--- config.mk ---
export PLATFORM = sky130hd
export DESIGN_NAME = base64_codec_unit
export DESIGN_NICKNAME = d
export VERILOG_FILES = /design/src/hdl/b64c_pkg.sv /design/src/hdl/b64c_front.sv /design/src/hdl/b64c_fifo.sv /design/src/hdl/b64c_back.sv /design/src/hdl/base64_codec_unit.sv
export SDC_FILE = /design/constraint.sdc
export NUM_CORES = 1
export LEC_CHECK = 0
export ABC_CLOCK_PERIOD_IN_PS = 6500
export BUFFER_PORTS_ARGS = -buffer_cell sky130_fd_sc_hd__buf_2
export CORE_MARGIN = 1.5
export CORE_UTILIZATION = 68
export CTS_CLUSTER_SIZE = 8
export DETAILED_ROUTE_END_ITERATION = 8
export PLACE_DENSITY = 0.88
export REMOVE_ABC_BUFFERS = 1
export SETUP_SLACK_MARGIN = 0.15
export SLEW_MARGIN = 30
export SYNTH_ARGS = -nofsm -noshare
export SYNTH_HDL_FRONTEND = slang
export SYNTH_SLANG_ARGS = --single-unit
--- constraint.sdc ---
create_clock -name clk_i -period 6.5 [get_ports clk_i]
set_clock_uncertainty 0.2 [all_clocks]
set_input_delay 1.3 -clock clk_i [delete_from_list [all_inputs] [get_ports clk_i]]
set_output_delay 1.3 -clock clk_i [all_outputs]
set_load 0.1 [all_outputs]
--- src/hdl/b64c_pkg.sv ---
// Shared types, codes and character tables for the Base64 codec.
package b64c_pkg;

  localparam int unsigned QueueDepthDefault = 4;

  localparam logic ActData = 1'b0;
  localparam logic ActEnd  = 1'b1;

  localparam logic ModeEncode = 1'b0;
  localparam logic ModeDecode = 1'b1;

  localparam logic [1:0] ErrNone = 2'd0;
  localparam logic [1:0] ErrChar = 2'd1;
  localparam logic [1:0] ErrPad  = 2'd2;

  localparam logic [7:0] CharPad   = 8'h3D;
  localparam logic [7:0] CharPlus  = 8'h2B;
  localparam logic [7:0] CharSlash = 8'h2F;

  typedef struct packed {
    logic       action;
    logic [7:0] data_byte;
  } in_item_t;

  typedef struct packed {
    logic [7:0] out_byte;
    logic       is_status;
    logic [1:0] error_code;
    logic       last;
  } out_item_t;

  // Work queued for one input item: n results, the first data bytes in b0..b2,
  // and when has_status is set the final result is the status.
  typedef struct packed {
    logic [2:0] n;
    logic       has_status;
    logic [1:0] err;
    logic [7:0] b0;
    logic [7:0] b1;
    logic [7:0] b2;
  } job_t;

  typedef struct packed {
    logic       ok;
    logic [5:0] val;
  } dec_t;

  function automatic logic [7:0] enc_char(input logic [5:0] v);
    logic [7:0] c;
    if (v < 6'd26) begin
      c = {2'b00, v} + 8'h41;
    end else if (v < 6'd52) begin
      c = {2'b00, v} + 8'h47;
    end else if (v < 6'd62) begin
      c = {2'b00, v} - 8'd4;
    end else if (v == 6'd62) begin
      c = CharPlus;
    end else begin
      c = CharSlash;
    end
    return c;
  endfunction

  function automatic dec_t dec_char(input logic [7:0] c);
    dec_t d;
    d.ok  = 1'b1;
    d.val = '0;
    if (c >= 8'h41 && c <= 8'h5A) begin
      d.val = 6'(c - 8'h41);
    end else if (c >= 8'h61 && c <= 8'h7A) begin
      d.val = 6'(c - 8'h47);
    end else if (c >= 8'h30 && c <= 8'h39) begin
      d.val = 6'(c + 8'd4);
    end else if (c == CharPlus) begin
      d.val = 6'd62;
    end else if (c == CharSlash) begin
      d.val = 6'd63;
    end else begin
      d.ok = 1'b0;
    end
    return d;
  endfunction

endpackage

--- src/hdl/b64c_front.sv ---
// Front end: accepts items, keeps the stream state and pushes a job for each item with results.
module b64c_front import b64c_pkg::*; (
  input  logic     clk_i,
  input  logic     rst_ni,
  input  logic     cfg_valid_i,
  input  logic     cfg_data_i,
  input  logic     in_valid_i,
  input  in_item_t in_item_i,
  output logic     in_stall_o,
  input  logic     full_i,
  output logic     push_o,
  output job_t     job_o
);

  logic       mode_q;
  logic [1:0] phase_q, phase_d;
  logic [5:0] carry_q, carry_d;
  logic       await_q, await_d;
  logic [1:0] sticky_q, sticky_d;
  logic       accept;
  job_t       job;
  dec_t       dec;
  logic [7:0] b;

  assign in_stall_o = full_i;
  assign accept     = in_valid_i && !full_i;
  assign b          = in_item_i.data_byte;
  assign dec        = dec_char(b);

  always_comb begin
    job      = '0;
    phase_d  = phase_q;
    carry_d  = carry_q;
    await_d  = await_q;
    sticky_d = sticky_q;
    if (in_item_i.action == ActEnd) begin
      job.has_status = 1'b1;
      job.err        = sticky_q;
      job.n          = 3'd1;
      if (mode_q == ModeEncode) begin
        if (sticky_q == ErrNone && phase_q != 2'd0) begin
          job.b0 = enc_char(carry_q);
          job.b1 = CharPad;
          job.b2 = CharPad;
          job.n  = (phase_q == 2'd1) ? 3'd4 : 3'd3;
        end
      end else if (sticky_q == ErrNone && (phase_q != 2'd0 || await_q)) begin
        job.err = ErrPad;
      end
      phase_d  = '0;
      carry_d  = '0;
      await_d  = 1'b0;
      sticky_d = ErrNone;
    end else if (sticky_q != ErrNone) begin
      job.n = 3'd0;
    end else if (mode_q == ModeEncode) begin
      job.n = 3'd1;
      unique case (phase_q)
        2'd0: begin
          job.b0  = enc_char(b[7:2]);
          carry_d = {b[1:0], 4'b0000};
          phase_d = 2'd1;
        end
        2'd1: begin
          job.b0  = enc_char({carry_q[5:4], b[7:4]});
          carry_d = {b[3:0], 2'b00};
          phase_d = 2'd2;
        end
        default: begin
          job.b0  = enc_char({carry_q[5:2], b[7:6]});
          job.b1  = enc_char(b[5:0]);
          job.n   = 3'd2;
          carry_d = '0;
          phase_d = 2'd0;
        end
      endcase
    end else if (await_q) begin
      if (b == CharPad) begin
        await_d = 1'b0;
        phase_d = '0;
        carry_d = '0;
      end else begin
        sticky_d = ErrPad;
      end
    end else if (dec.ok) begin
      unique case (phase_q)
        2'd0: begin
          carry_d = dec.val;
          phase_d = 2'd1;
        end
        2'd1: begin
          job.n   = 3'd1;
          job.b0  = {carry_q, dec.val[5:4]};
          carry_d = {2'b00, dec.val[3:0]};
          phase_d = 2'd2;
        end
        2'd2: begin
          job.n   = 3'd1;
          job.b0  = {carry_q[3:0], dec.val[5:2]};
          carry_d = {4'b0000, dec.val[1:0]};
          phase_d = 2'd3;
        end
        default: begin
          job.n   = 3'd1;
          job.b0  = {carry_q[1:0], dec.val};
          carry_d = '0;
          phase_d = 2'd0;
        end
      endcase
    end else if (b == CharPad) begin
      if (phase_q == 2'd3) begin
        phase_d = '0;
        carry_d = '0;
      end else if (phase_q == 2'd2) begin
        await_d = 1'b1;
      end else begin
        sticky_d = ErrPad;
      end
    end else begin
      sticky_d = ErrChar;
    end
  end

  assign job_o  = job;
  assign push_o = accept && (job.n != 3'd0);

  always_ff @(posedge clk_i or negedge rst_ni) begin
    if (!rst_ni) begin
      mode_q   <= ModeEncode;
      phase_q  <= '0;
      carry_q  <= '0;
      await_q  <= 1'b0;
      sticky_q <= ErrNone;
    end else if (cfg_valid_i) begin
      // A mode write always restarts the stream.
      mode_q   <= cfg_data_i;
      phase_q  <= '0;
      carry_q  <= '0;
      await_q  <= 1'b0;
      sticky_q <= ErrNone;
    end else if (accept) begin
      phase_q  <= phase_d;
      carry_q  <= carry_d;
      await_q  <= await_d;
      sticky_q <= sticky_d;
    end
  end

  a_end_clears: assert property (@(posedge clk_i) disable iff (!rst_ni)
    accept && in_item_i.action == ActEnd |=>
      phase_q == 2'd0 && !await_q && sticky_q == ErrNone)
    else $error("stream state not cleared after end of stream");

endmodule

--- src/hdl/b64c_fifo.sv ---
// Short job queue between the front end and the output sequencer.
module b64c_fifo import b64c_pkg::*; #(
  parameter int unsigned Depth = QueueDepthDefault
) (
  input  logic clk_i,
  input  logic rst_ni,
  input  logic push_i,
  input  job_t wdata_i,
  input  logic pop_i,
  output job_t rdata_o,
  output logic empty_o,
  output logic full_o
);

  localparam int unsigned PtrW = (Depth > 1) ? $clog2(Depth) : 1;
  localparam int unsigned CntW = $clog2(Depth + 1);
  localparam logic [PtrW-1:0] LastPtr = PtrW'(Depth - 1);
  localparam logic [CntW-1:0] Full    = CntW'(Depth);

  job_t            mem_q [Depth];
  logic [PtrW-1:0] wptr_q, rptr_q;
  logic [CntW-1:0] count_q;

  assign rdata_o = mem_q[rptr_q];
  assign empty_o = (count_q == '0);
  assign full_o  = (count_q == Full);

  always_ff @(posedge clk_i) begin
    if (push_i) begin
      mem_q[wptr_q] <= wdata_i;
    end
  end

  always_ff @(posedge clk_i or negedge rst_ni) begin
    if (!rst_ni) begin
      wptr_q  <= '0;
      rptr_q  <= '0;
      count_q <= '0;
    end else begin
      if (push_i) begin
        wptr_q <= (wptr_q == LastPtr) ? '0 : wptr_q + 1'b1;
      end
      if (pop_i) begin
        rptr_q <= (rptr_q == LastPtr) ? '0 : rptr_q + 1'b1;
      end
      if (push_i && !pop_i) begin
        count_q <= count_q + 1'b1;
      end else if (pop_i && !push_i) begin
        count_q <= count_q - 1'b1;
      end
    end
  end

  a_no_overflow: assert property (@(posedge clk_i) disable iff (!rst_ni)
    push_i |-> count_q < Full)
    else $error("job queue overflow");

  a_no_underflow: assert property (@(posedge clk_i) disable iff (!rst_ni)
    pop_i |-> count_q != '0)
    else $error("job queue underflow");

endmodule

--- src/hdl/b64c_back.sv ---
// Output sequencer: steps through each queued job, one result transfer a cycle while not stalled.
module b64c_back import b64c_pkg::*; (
  input  logic      clk_i,
  input  logic      rst_ni,
  input  job_t      job_i,
  input  logic      empty_i,
  output logic      pop_o,
  output logic      out_valid_o,
  input  logic      out_stall_i,
  output out_item_t out_item_o
);

  logic [1:0] idx_q;
  logic       out_valid_q;
  out_item_t  out_item_q;
  logic       load;
  logic       final_entry;
  out_item_t  entry;

  assign load        = !empty_i && (!out_valid_q || !out_stall_i);
  assign final_entry = ({1'b0, idx_q} + 3'd1) == job_i.n;
  assign pop_o       = load && final_entry;

  always_comb begin
    entry            = '0;
    entry.last       = final_entry;
    if (final_entry && job_i.has_status) begin
      entry.is_status  = 1'b1;
      entry.error_code = job_i.err;
    end else begin
      case (idx_q)
        2'd0:    entry.out_byte = job_i.b0;
        2'd1:    entry.out_byte = job_i.b1;
        default: entry.out_byte = job_i.b2;
      endcase
    end
  end

  always_ff @(posedge clk_i or negedge rst_ni) begin
    if (!rst_ni) begin
      idx_q       <= '0;
      out_valid_q <= 1'b0;
    end else if (load) begin
      idx_q       <= final_entry ? '0 : idx_q + 1'b1;
      out_valid_q <= 1'b1;
    end else if (!out_stall_i) begin
      out_valid_q <= 1'b0;
    end
  end

  always_ff @(posedge clk_i) begin
    if (load) begin
      out_item_q <= entry;
    end
  end

  assign out_valid_o = out_valid_q;
  assign out_item_o  = out_item_q;

  a_status_last: assert property (@(posedge clk_i) disable iff (!rst_ni)
    out_valid_q && out_item_q.is_status |-> out_item_q.last)
    else $error("status result without last");

  a_job_nonempty: assert property (@(posedge clk_i) disable iff (!rst_ni)
    load |-> job_i.n != 3'd0)
    else $error("empty job reached the output sequencer");

endmodule

--- src/hdl/base64_codec_unit.sv ---
// The first result of an item passes through the job queue and then the output register.
// Throughput: one result transfer per cycle while out_stall_i is low; an item yields up to four
// results; encoding is limited by the single result port of the output sequencer.
// Items are taken every cycle while the job queue (QueueDepth entries) has room.
// Reset selects encode mode, clears the stream state, the job queue and the output valid flag.
module base64_codec_unit import b64c_pkg::*; #(
  parameter int unsigned QueueDepth = QueueDepthDefault
) (
  input  logic      clk_i,
  input  logic      rst_ni,
  input  logic      cfg_valid_i,
  output logic      cfg_ready_o,
  input  logic      cfg_data_i,
  input  logic      in_valid_i,
  output logic      in_stall_o,
  input  in_item_t  in_item_i,
  output logic      out_valid_o,
  input  logic      out_stall_i,
  output out_item_t out_item_o
);

  job_t push_job, head_job;
  logic push, pop, empty, full;

  assign cfg_ready_o = 1'b1;

  b64c_front u_front (
    .clk_i       (clk_i),
    .rst_ni      (rst_ni),
    .cfg_valid_i (cfg_valid_i),
    .cfg_data_i  (cfg_data_i),
    .in_valid_i  (in_valid_i),
    .in_item_i   (in_item_i),
    .in_stall_o  (in_stall_o),
    .full_i      (full),
    .push_o      (push),
    .job_o       (push_job)
  );

  b64c_fifo #(
    .Depth (QueueDepth)
  ) u_fifo (
    .clk_i   (clk_i),
    .rst_ni  (rst_ni),
    .push_i  (push),
    .wdata_i (push_job),
    .pop_i   (pop),
    .rdata_o (head_job),
    .empty_o (empty),
    .full_o  (full)
  );

  b64c_back u_back (
    .clk_i       (clk_i),
    .rst_ni      (rst_ni),
    .job_i       (head_job),
    .empty_i     (empty),
    .pop_o       (pop),
    .out_valid_o (out_valid_o),
    .out_stall_i (out_stall_i),
    .out_item_o  (out_item_o)
  );

endmodule
=== Word level (Yosys, flattened, before mapping) ===
Memory sizes are Yosys's and may differ from the RTL's.
Cells that the tools add are included.
W data, S select, Z words.

* Register bits: 34
* RAM bits: 120
* Input bits: 15
* Output and inout port bits: 15
* Word-level logic and storage cells: 231
* Memories kept: 1

{| class="wikitable"
|+ Memories
! memory !! depth !! width !! rd ports !! clocked after memory_dff !! wr ports !! RTL line !! RTL
|-
| u_fifo.mem_q || 4 || 30 || 1 || 0 || 1 || b64c_fifo.sv:20 || <nowiki>job_t mem_q [Depth];</nowiki>
|}

* Add/sub/neg operators: 24
* $lt $le $gt $ge: 21
* Equality and inequality tests: 25
* Mux-type cells: 112
* Reductions and logical operators: 34

{| class="wikitable"
|+ Operators with widths
! operator !! number
|-
| $mux W8 || 21
|-
| $mux W6 || 15
|-
| $add A6 B7 Y8 const B || 10
|-
| $lt A6 B6 Y1 const B || 10
|-
| $mux W2 || 27
|-
| $mux W3 || 17
|-
| $mux W24 || 2
|-
| $sub A6 B3 Y7 const B || 5
|-
| $mux W16 || 2
|-
| $pmux W8 S2 || 2
|-
| $eq A6 B6 Y1 const B || 5
|-
| $lt A6 B5 Y1 const B || 5
|-
| $eq A8 B6 Y1 const B || 3
|-
| $pmux W8 S3 || 1
|-
| $mux W1 || 21
|-
| $pmux W6 S3 || 1
|-
| $ge A8 B7 Y1 const B || 2
|-
| $le A8 B7 Y1 const B || 2
|-
| $logic_and A1 B1 Y1 || 12
|-
| $pmux W6 S2 || 1
|-
| $ne A5 B4 Y1 const B || 2
|-
| $ne A5 B5 Y1 const B || 2
|-
| $eq A2 B2 Y1 const B || 4
|-
| $ge A8 B6 Y1 const B || 1
|-
| 28 further kinds || 43
|}

=== Longest topological paths before layout ===
Gate-level depths: netlist of the first run.

* Depth after elaboration: 17
* Gate-level depth with buffers: 17

=== Hierarchy ===
Synthesis of the first run repeated with hierarchy kept, for this count alone.

* Cell total of the unflattened synthesis: 823
* Area total of the unflattened synthesis: 9332.7 um^2

{| class="wikitable"
|+ Modules (own cells, without submodules)
! module !! instances !! cells an instance !! area each (um^2) !! seq. area each (um^2)
|-
| b64c_fifo || 1 || 194 || 4782.1 || 3778.6
|-
| b64c_front || 1 || 564 || 3808.7 || 300.3
|-
| b64c_back || 1 || 63 || 730.7 || 435.4
|-
| base64_codec_unit || 1 || 2 || 11.3 || 0.0
|}

=== Worst setup path before layout of the first run ===
No wires, ideal clock.

* Kind: input-to-reg
* From: input in_item_i[7] (netlist name)
* To: register u_fifo.count_q[1]
* Library setup time: 0.125 ns
* Arrival time: 4.405 ns
* Data required time: 6.175 ns
* Slack: 1.770 ns
* Cell stages on the path: 15
* Path buffers: 3
* Cell sequence: buf_6 clkbuf_1 inv_1 ha_1 clkbuf_1 inv_1 nor2_1 a21bo_2 o31a_2 a221oi_1 nor2_2 ha_1 inv_1 fa_1 mux2_2

* Cells in the longest elaborated chain, start to end: 16
* Elaborated cells between the ends (all ways): 28

{| class="wikitable"
|+ RTL lines
! what !! RTL line !! RTL
|-
| start, declared || base64_codec_unit.sv:16 || <nowiki>input in_item_t in_item_i,</nowiki>
|-
| parallel branches: the longest is 5 deep, another holds $ge A8 B6 Y1 || n/a ||
|-
| $mux W1 * || b64c_pkg.sv:68 || <nowiki>if (c >= 8'h41 && c <= 8'h5A) begin</nowiki>
|-
| $mux W3 * || b64c_front.sv:85 || <nowiki>end else if (dec.ok) begin</nowiki>
|-
| $mux W3 * || b64c_front.sv:77 || <nowiki>end else if (await_q) begin</nowiki>
|-
| $mux W3 * || b64c_front.sv:56 || <nowiki>end else if (mode_q == ModeEncode) begin</nowiki>
|-
| $mux W3 * || b64c_front.sv:54 || <nowiki>end else if (sticky_q != ErrNone) begin</nowiki>
|-
| $mux W3 * || b64c_front.sv:36 || <nowiki>if (in_item_i.action == ActEnd) begin</nowiki>
|-
| $reduce_bool A3 Y1 * || b64c_front.sv:125 || <nowiki>assign push_o = accept && (job.n != 3'd0);</nowiki>
|-
| $logic_and A1 B1 Y1 * || b64c_front.sv:125 ||
|-
| net push || base64_codec_unit.sv:23 || <nowiki>logic push, pop, empty, full;</nowiki>
|-
| $logic_not A1 Y1 || b64c_fifo.sv:48 || <nowiki>end else if (pop_i && !push_i) begin</nowiki>
|-
| $logic_and A1 B1 Y1 || b64c_fifo.sv:48 ||
|-
| $reduce_bool A2 Y1 (no line) || n/a ||
|-
| end signal, assigned || b64c_fifo.sv:47 || <nowiki>count_q <= count_q + 1'b1;</nowiki>
|-
| end signal, assigned || b64c_fifo.sv:49 || <nowiki>count_q <= count_q - 1'b1;</nowiki>
|-
| end, declared || b64c_fifo.sv:22 || <nowiki>logic [CntW-1:0] count_q;</nowiki>
|}

Mark *: on every way through the listed nets, which the timed path passes.
A chain may end at the register's enable or synchronous reset.

=== Worst setup path in the final report of the first run ===
* From: input in_item_i[5] (netlist name)
* To: register u_fifo.count_q[2]

The elaborated chain is that of the path after synthesis.

==> results of run 1 <==
==> critical path: stages <==
cell      delay (ns)
buf_2           0.30
clkinv_1        0.37
ha_1            0.36
inv_1           0.17
a21oi_1         0.19
a22oi_4         0.43
o31a_2          0.32
a221oi_1        0.16
nor2_2          0.30
ha_1            0.25
inv_1           0.08
fa_1            0.40
xor2_1          0.16
nor2_1          0.21
xor2_1          0.29
==> metrics by stage <==
step	cell area (um2)	power [mW]	hold slack (ns)	utilization
floorplan	7823	2.087	0.2560	-
global placement	8194	2.327	0.2651	0.7146
detailed placement	8195	2.403	0.2796	0.7147
CTS	8785	3.387	0.3377	0.7661
global route	8791	3.514	0.3697	0.7666
finish	8791	3.419	0.3468	0.7666
==> cell type report <==
cell class,instances,share of cell area
clock buffers,24,0.06191
clock inverters,8,0.005124
multi-input cells,542,0.4586
flip-flops and latches,126,0.4180
inverters,33,0.01409
well taps,143,0.02035
repair buffers,35,0.02192
==> layout by cell type (no fill, tap or decap), drive strengths merged, types with 8 or more instances in the layout <==
cell and n:
o21ai 49, buf 35, a22oi 17, a31oi 13, nand2 58, a21o 13, ha 40, inv 36
and2 10, a21oi 57, o31ai 8, clkbuf 24, nor2 45, mux2 8, o211ai 11, dfrtp 22
nand4 8, mux4 22, nand3 19, nor3 25, xnor2 18, edfxtp 104
==> flip-flops by register name, indices dropped and copies added, names as in the netlist <==
signal	count
u_front.await_q	1
u_front.sticky_q	2
u_fifo.rptr_q	2
u_front.mode_q	1
u_front.carry_q	6
u_fifo.wptr_q	2
u_fifo.mem_q	92
u_front.phase_q	2
u_fifo.count_q	3
u_back.out_valid_o	1
u_back.idx_q	2
u_back.out_item_o	12
==> power by group through the flow <==
stage / logic [mW] / registers, mW / clock network (mW)
3_5_place_dp: 1.18 / 1.23 / 0
5_1_grt: 1.31 / 1.25 / 0.961
4_1_cts: 1.23 / 1.23 / 0.927
2_1_floorplan: 0.601 / 1.49 / 0
3_3_place_gp: 1.12 / 1.20 / 0
6_report: 1.26 / 1.24 / 0.928
==> kinds of logic (layout without fill, tap and decap cells) <==
logic type,count (synthesis),after routing,share of synthesized area
compound gates,242,242,0.2115
xor+xnor,22,22,0.02391
fa+ha+maj,41,41,0.06460
buf+inv,88,100,0.04456
flops,126,126,0.4559
mux,33,33,0.07640
other cells,1,1,0.0004654
simple gates,203,203,0.1227
==> metal layers <==
metal,global-route usage,vias to the layer above,share of wire
met5,0,-,0
met4,0.1637,0,0.054
met3,0.09145,141,0.11
met2,0.6520,636,0.49
met1,0.5096,3250,0.35
li1,-,2890,-
==> Yosys cell counts (all sizes together) (10+ instances only) <==
cell	count
a21o	13
a21oi	57
a22oi	17
a31oi	13
and2	10
buf	16
clkbuf	39
dfrtp	22
edfxtp	104
ha	40
inv	32
mux4	22
nand2	58
nand3	19
nor2	45
nor3	25
o211ai	11
o21ai	49
xnor2	18
==> path summary, 6_finish.rpt <==
check                                         from                  to  slack (ns)  cells after the start
worst max-delay path                  in_item_i[5]   u_fifo.count_q[2]        1.29                     15
worst min-delay path            u_back.out_valid_o  u_back.out_valid_o        0.35                      2
worst max register to register    u_fifo.rptr_q[0]   u_fifo.count_q[2]        2.07                     11
worst min register to register  u_back.out_valid_o  u_back.out_valid_o        0.35                      2
max in group asynchronous                   rst_ni    u_fifo.rptr_q[1]        5.07                      1
min in group asynchronous                   rst_ni  u_front.carry_q[5]        0.65                      1
==> flow_summary.yaml, run 1 <==
sta:
  final.setup.tns_ns: 0
  fmax_mhz: 191.9
  period_share: 0.8018
  layout_setup_ws_ns: 1.288
  setup_viol: 0
  rsz0062_at_grt: "no"
  finalCriticalPeriod_ns: 5.212
  final-max-slew-violation-count: 0
  worstMarginPinSlew_ns: 0.9737
  max_slew_margin: 0.3509
  finalHoldViolCount: 0
worst_setup_path:
  cp.required_ns: 6.60
  crit_path_end_kind: "register"
  cp-start-kind: "primary input"
  crit_type: "primary input to register"
  crit_fanout: 16
  arrival_ns: 5.31
floorplan:
  start_util: 0.7027
  die_h_um: 111.9
  ios: 30
  placementRows: 39
  core-area_um2: 11470
  die_w_um: 111.9
  die_area_um2: 12510
finish:
  nNetsFinal: 811
  drive_above_1_share: 0.1549
  nFillCells: 662
  syn_to_final_growth_pct: 9.099
  insertedDiodeCount: 0
  regArea_um2: 3675
  final_cells: 911
  multi_input_comb_area_um2: 4031
clock_tree:
  cts_root_buffer: "clkbuf_16"
  clk_latency_ns: 0.42
  cts_tree: "yes"
  post_cts_buffers: 0
  cts_max_level: 4
  cts_buffers: 17
  cts_hold_buf: 0
  cts_sinks: 126
  cts.reportedPaths.clkPinSlew_ns: 0.05
  cts_buffer_depth: 2
  cts_resized: 0
pwr:
  combinationalPowerShare: 0.367
  swShare: 0.3973
  powerDensity_nw_per_um2: 389.0
  p_int_mw: 2.061
  p_leak_nw: 3.217
  ir_worst_vdd_mv: 0.5560
  power.switching_mw: 1.359
  p_seq_frac: 0.361
  clkPwrFrac: 0.271
route:
  wl_per_cell_um: 26.53
  drcViolationCount: 0
  first_iter_violations: 1281
  ant_nets: 0
  drtPass1Iterations: 9
  dr_total_vias: 6917
  wl_um: 24170
  avgViaCountPerCell: 7.593
placement:
  dp_cells: 879
  dpl.hpwl_um: 15200
  port_buffers: 28
  gp_congestion: 0.9718
  pre_cts_slack_ns: 1.153
logic_synthesis:
  synth_top_area_share: 0.3876
  ys_seq_elements: 126
  ys_seq_area_frac: 0.4559
  synth_warnings: 0
  async_reset_ff_frac: 0.1746
  syn-instance-count: 756
  yosys_most_used_dff: "edfxtp_1"
  synthTopCellsByArea: "edfxtp_1 39%, dfrtp_1 6.8%, ha_1 6.2%"
  synth_area_leader_cell: "edfxtp_1"
  syn-mean-instance-area_um2: 10.66
  yosysUniqueCellTypes: 86
  synth_area_um2: 8058
  synth_edf_count: 104
global_route:
  grt_pass1_vias: 6546
  grt.overflow.total: 0
  grt_pass1_wl_um: 37580
  antenna_found_initial: 0
  grt_max_degree: 31
  track_usage: 0.3961
job:
  maxCapViolCount: 0
hold_path:
  hp-class: "register to register"
status:
  outcome: "finished, final reports clean"
Power figures use the tool's default switching activity.
==> run 2: changes to the inputs <==
Settings changed: ABC_CLOCK_PERIOD_IN_PS 6500 to 5000, CORE_UTILIZATION 68 to 63, PLACE_DENSITY 0.88 to 0.83.
Clock period 6.5 ns to 5 ns, I/O delays scaled along.
==> flow_summary.yaml, run 2 (synthesized netlist as in run 1, its figures left out) <==
finish:
  final_util: 0.7100
  final_area_um2: 8924
  final_common_cell: "edfxtp_1"
  mostFrequentLayoutCells: "104 x edfxtp_1, 58 x nand2_1, 57 x a21oi_1, 44 x nor2_1, 44 x o21ai_0"
  syn_to_final_growth_pct: 10.75
  regArea_um2: 3674
  largest_register_ffs: 92
  nFillCells: 831
  nNetsFinal: 827
  multi_input_comb_area_um2: 4025
  regMostFlops: "u_fifo.mem_q"
  drive_above_1_share: 0.1633
  insertedDiodeCount: 0
status:
  outcome: "finished, final reports clean"
worst_setup_path:
  crit_path_end_kind: "register"
  cp.required_ns: 5.13
  arrival_ns: 4.61
  crit_fanout: 16
  crit_type: "primary input to register"
  cp-start-kind: "primary input"
route:
  dr_total_vias: 6840
  first_iter_violations: 973
  wl_um: 24940
  avgViaCountPerCell: 7.155
  drtPass1Iterations: 7
  ant_nets: 0
  drcViolationCount: 0
  wl_per_cell_um: 26.08
clock_tree:
  cts_sinks: 126
  cts_buffer_depth: 2
  cts_buffers: 17
  cts_hold_buf: 0
  post_cts_buffers: 0
  cts_resized: 0
  cts_root_buffer: "clkbuf_16"
  cts.reportedPaths.clkPinSlew_ns: 0.05
  cts_max_level: 4
  cts_tree: "yes"
  clk_latency_ns: 0.40
pwr:
  swShare: 0.3893
  clkPwrFrac: 0.269
  p_seq_frac: 0.356
  power.switching_mw: 1.725
  p_leak_nw: 3.272
  powerDensity_nw_per_um2: 496.6
  combinationalPowerShare: 0.374
  ir_worst_vdd_mv: 0.3305
  p_int_mw: 2.706
job:
  maxCapViolCount: 0
sta:
  setup_viol: 0
  worstMarginPinSlew_ns: 0.9999
  rsz0062_at_grt: "no"
  fmax_mhz: 222.8
  max_slew_margin: 0.3334
  final.setup.tns_ns: 0
  final-max-slew-violation-count: 0
  period_share: 0.8976
  finalCriticalPeriod_ns: 4.488
  finalHoldViolCount: 0
global_route:
  track_usage: 0.3845
  grt_pass1_wl_um: 38010
  antenna_found_initial: 1
  grt_pass1_vias: 6482
  grt.overflow.total: 0
  grt_max_degree: 31
floorplan:
  die_area_um2: 13480
  placementRows: 41
  core-area_um2: 12570
  start_util: 0.6411
  die_h_um: 116.1
  die_w_um: 116.1
  ios: 30
hold_path:
  hp-class: "register to register"
placement:
  dpl.hpwl_um: 16200
  port_buffers: 28
  postPlaceCellArea_um2: 8351
  gp_congestion: 0.9660
## run 2: worst paths after layout
check,depth (start not counted),slack (ns),start,endpoint
setup / recovery,15,0.51,in_item_i[2],u_fifo.count_q[2]
hold / removal,1,0.36,u_fifo.count_q[2],u_fifo.count_q[2]
setup reg to reg,7,1.18,u_front.carry_q[2],u_fifo.mem_q[3][18]
hold reg to reg,1,0.36,u_fifo.count_q[2],u_fifo.count_q[2]
max in group asynchronous,1,3.86,rst_ni,u_back.idx_q[1]
min in group asynchronous,1,0.37,rst_ni,u_fifo.count_q[0]
## run 2: final cells by class
type                            instances  share of cell area
Multi-Input combinational cell        542              0.4511
Sequential cell                       126              0.4117
Clock buffer                           25             0.05440
Timing Repair Buffer                   51             0.03505
Tap cell                              172             0.02412
Inverter                               33             0.01388
Clock inverter                          7            0.009815
## run 2: layer usage
metal	GRT usage	wire length [um]
met1	0.4715	9135
met2	0.6416	12050
met3	0.1012	2495
met4	0.1748	1253
met5	0	0
## run 2: power by group through the flow
stage	registers, mW	clock network, mW	logic [mW]
after floorplan	1.93	0	0.781
after global placement	1.54	0	1.51
after detailed placement	1.57	0	1.59
after CTS	1.57	1.19	1.64
after global routing	1.60	1.24	1.77
final	1.58	1.19	1.66
## run 2: worst max-delay path, stage by stage
cell	delay (ns)
buf_2	0.31
inv_1	0.23
ha_1	0.27
nor2b_1	0.16
o21ai_0	0.45
a21bo_2	0.30
o31a_2	0.21
a221oi_1	0.11
nor2_2	0.31
ha_1	0.28
inv_1	0.08
fa_1	0.40
xor2_1	0.17
nor2_1	0.15
xor2_1	0.17
## run 2: through the flow
step	setup WS, ns	hold WS (ns)	total power, mW	cells
finish	0.5122	0.3553	4.431	956
global route	0.2206	0.3496	4.603	956
CTS	0.6021	0.3281	4.391	956
detailed placement	0.3091	0.2997	3.158	924
global placement	0.4515	0.2668	3.045	924
floorplan	0.6384	0.2560	2.714	701
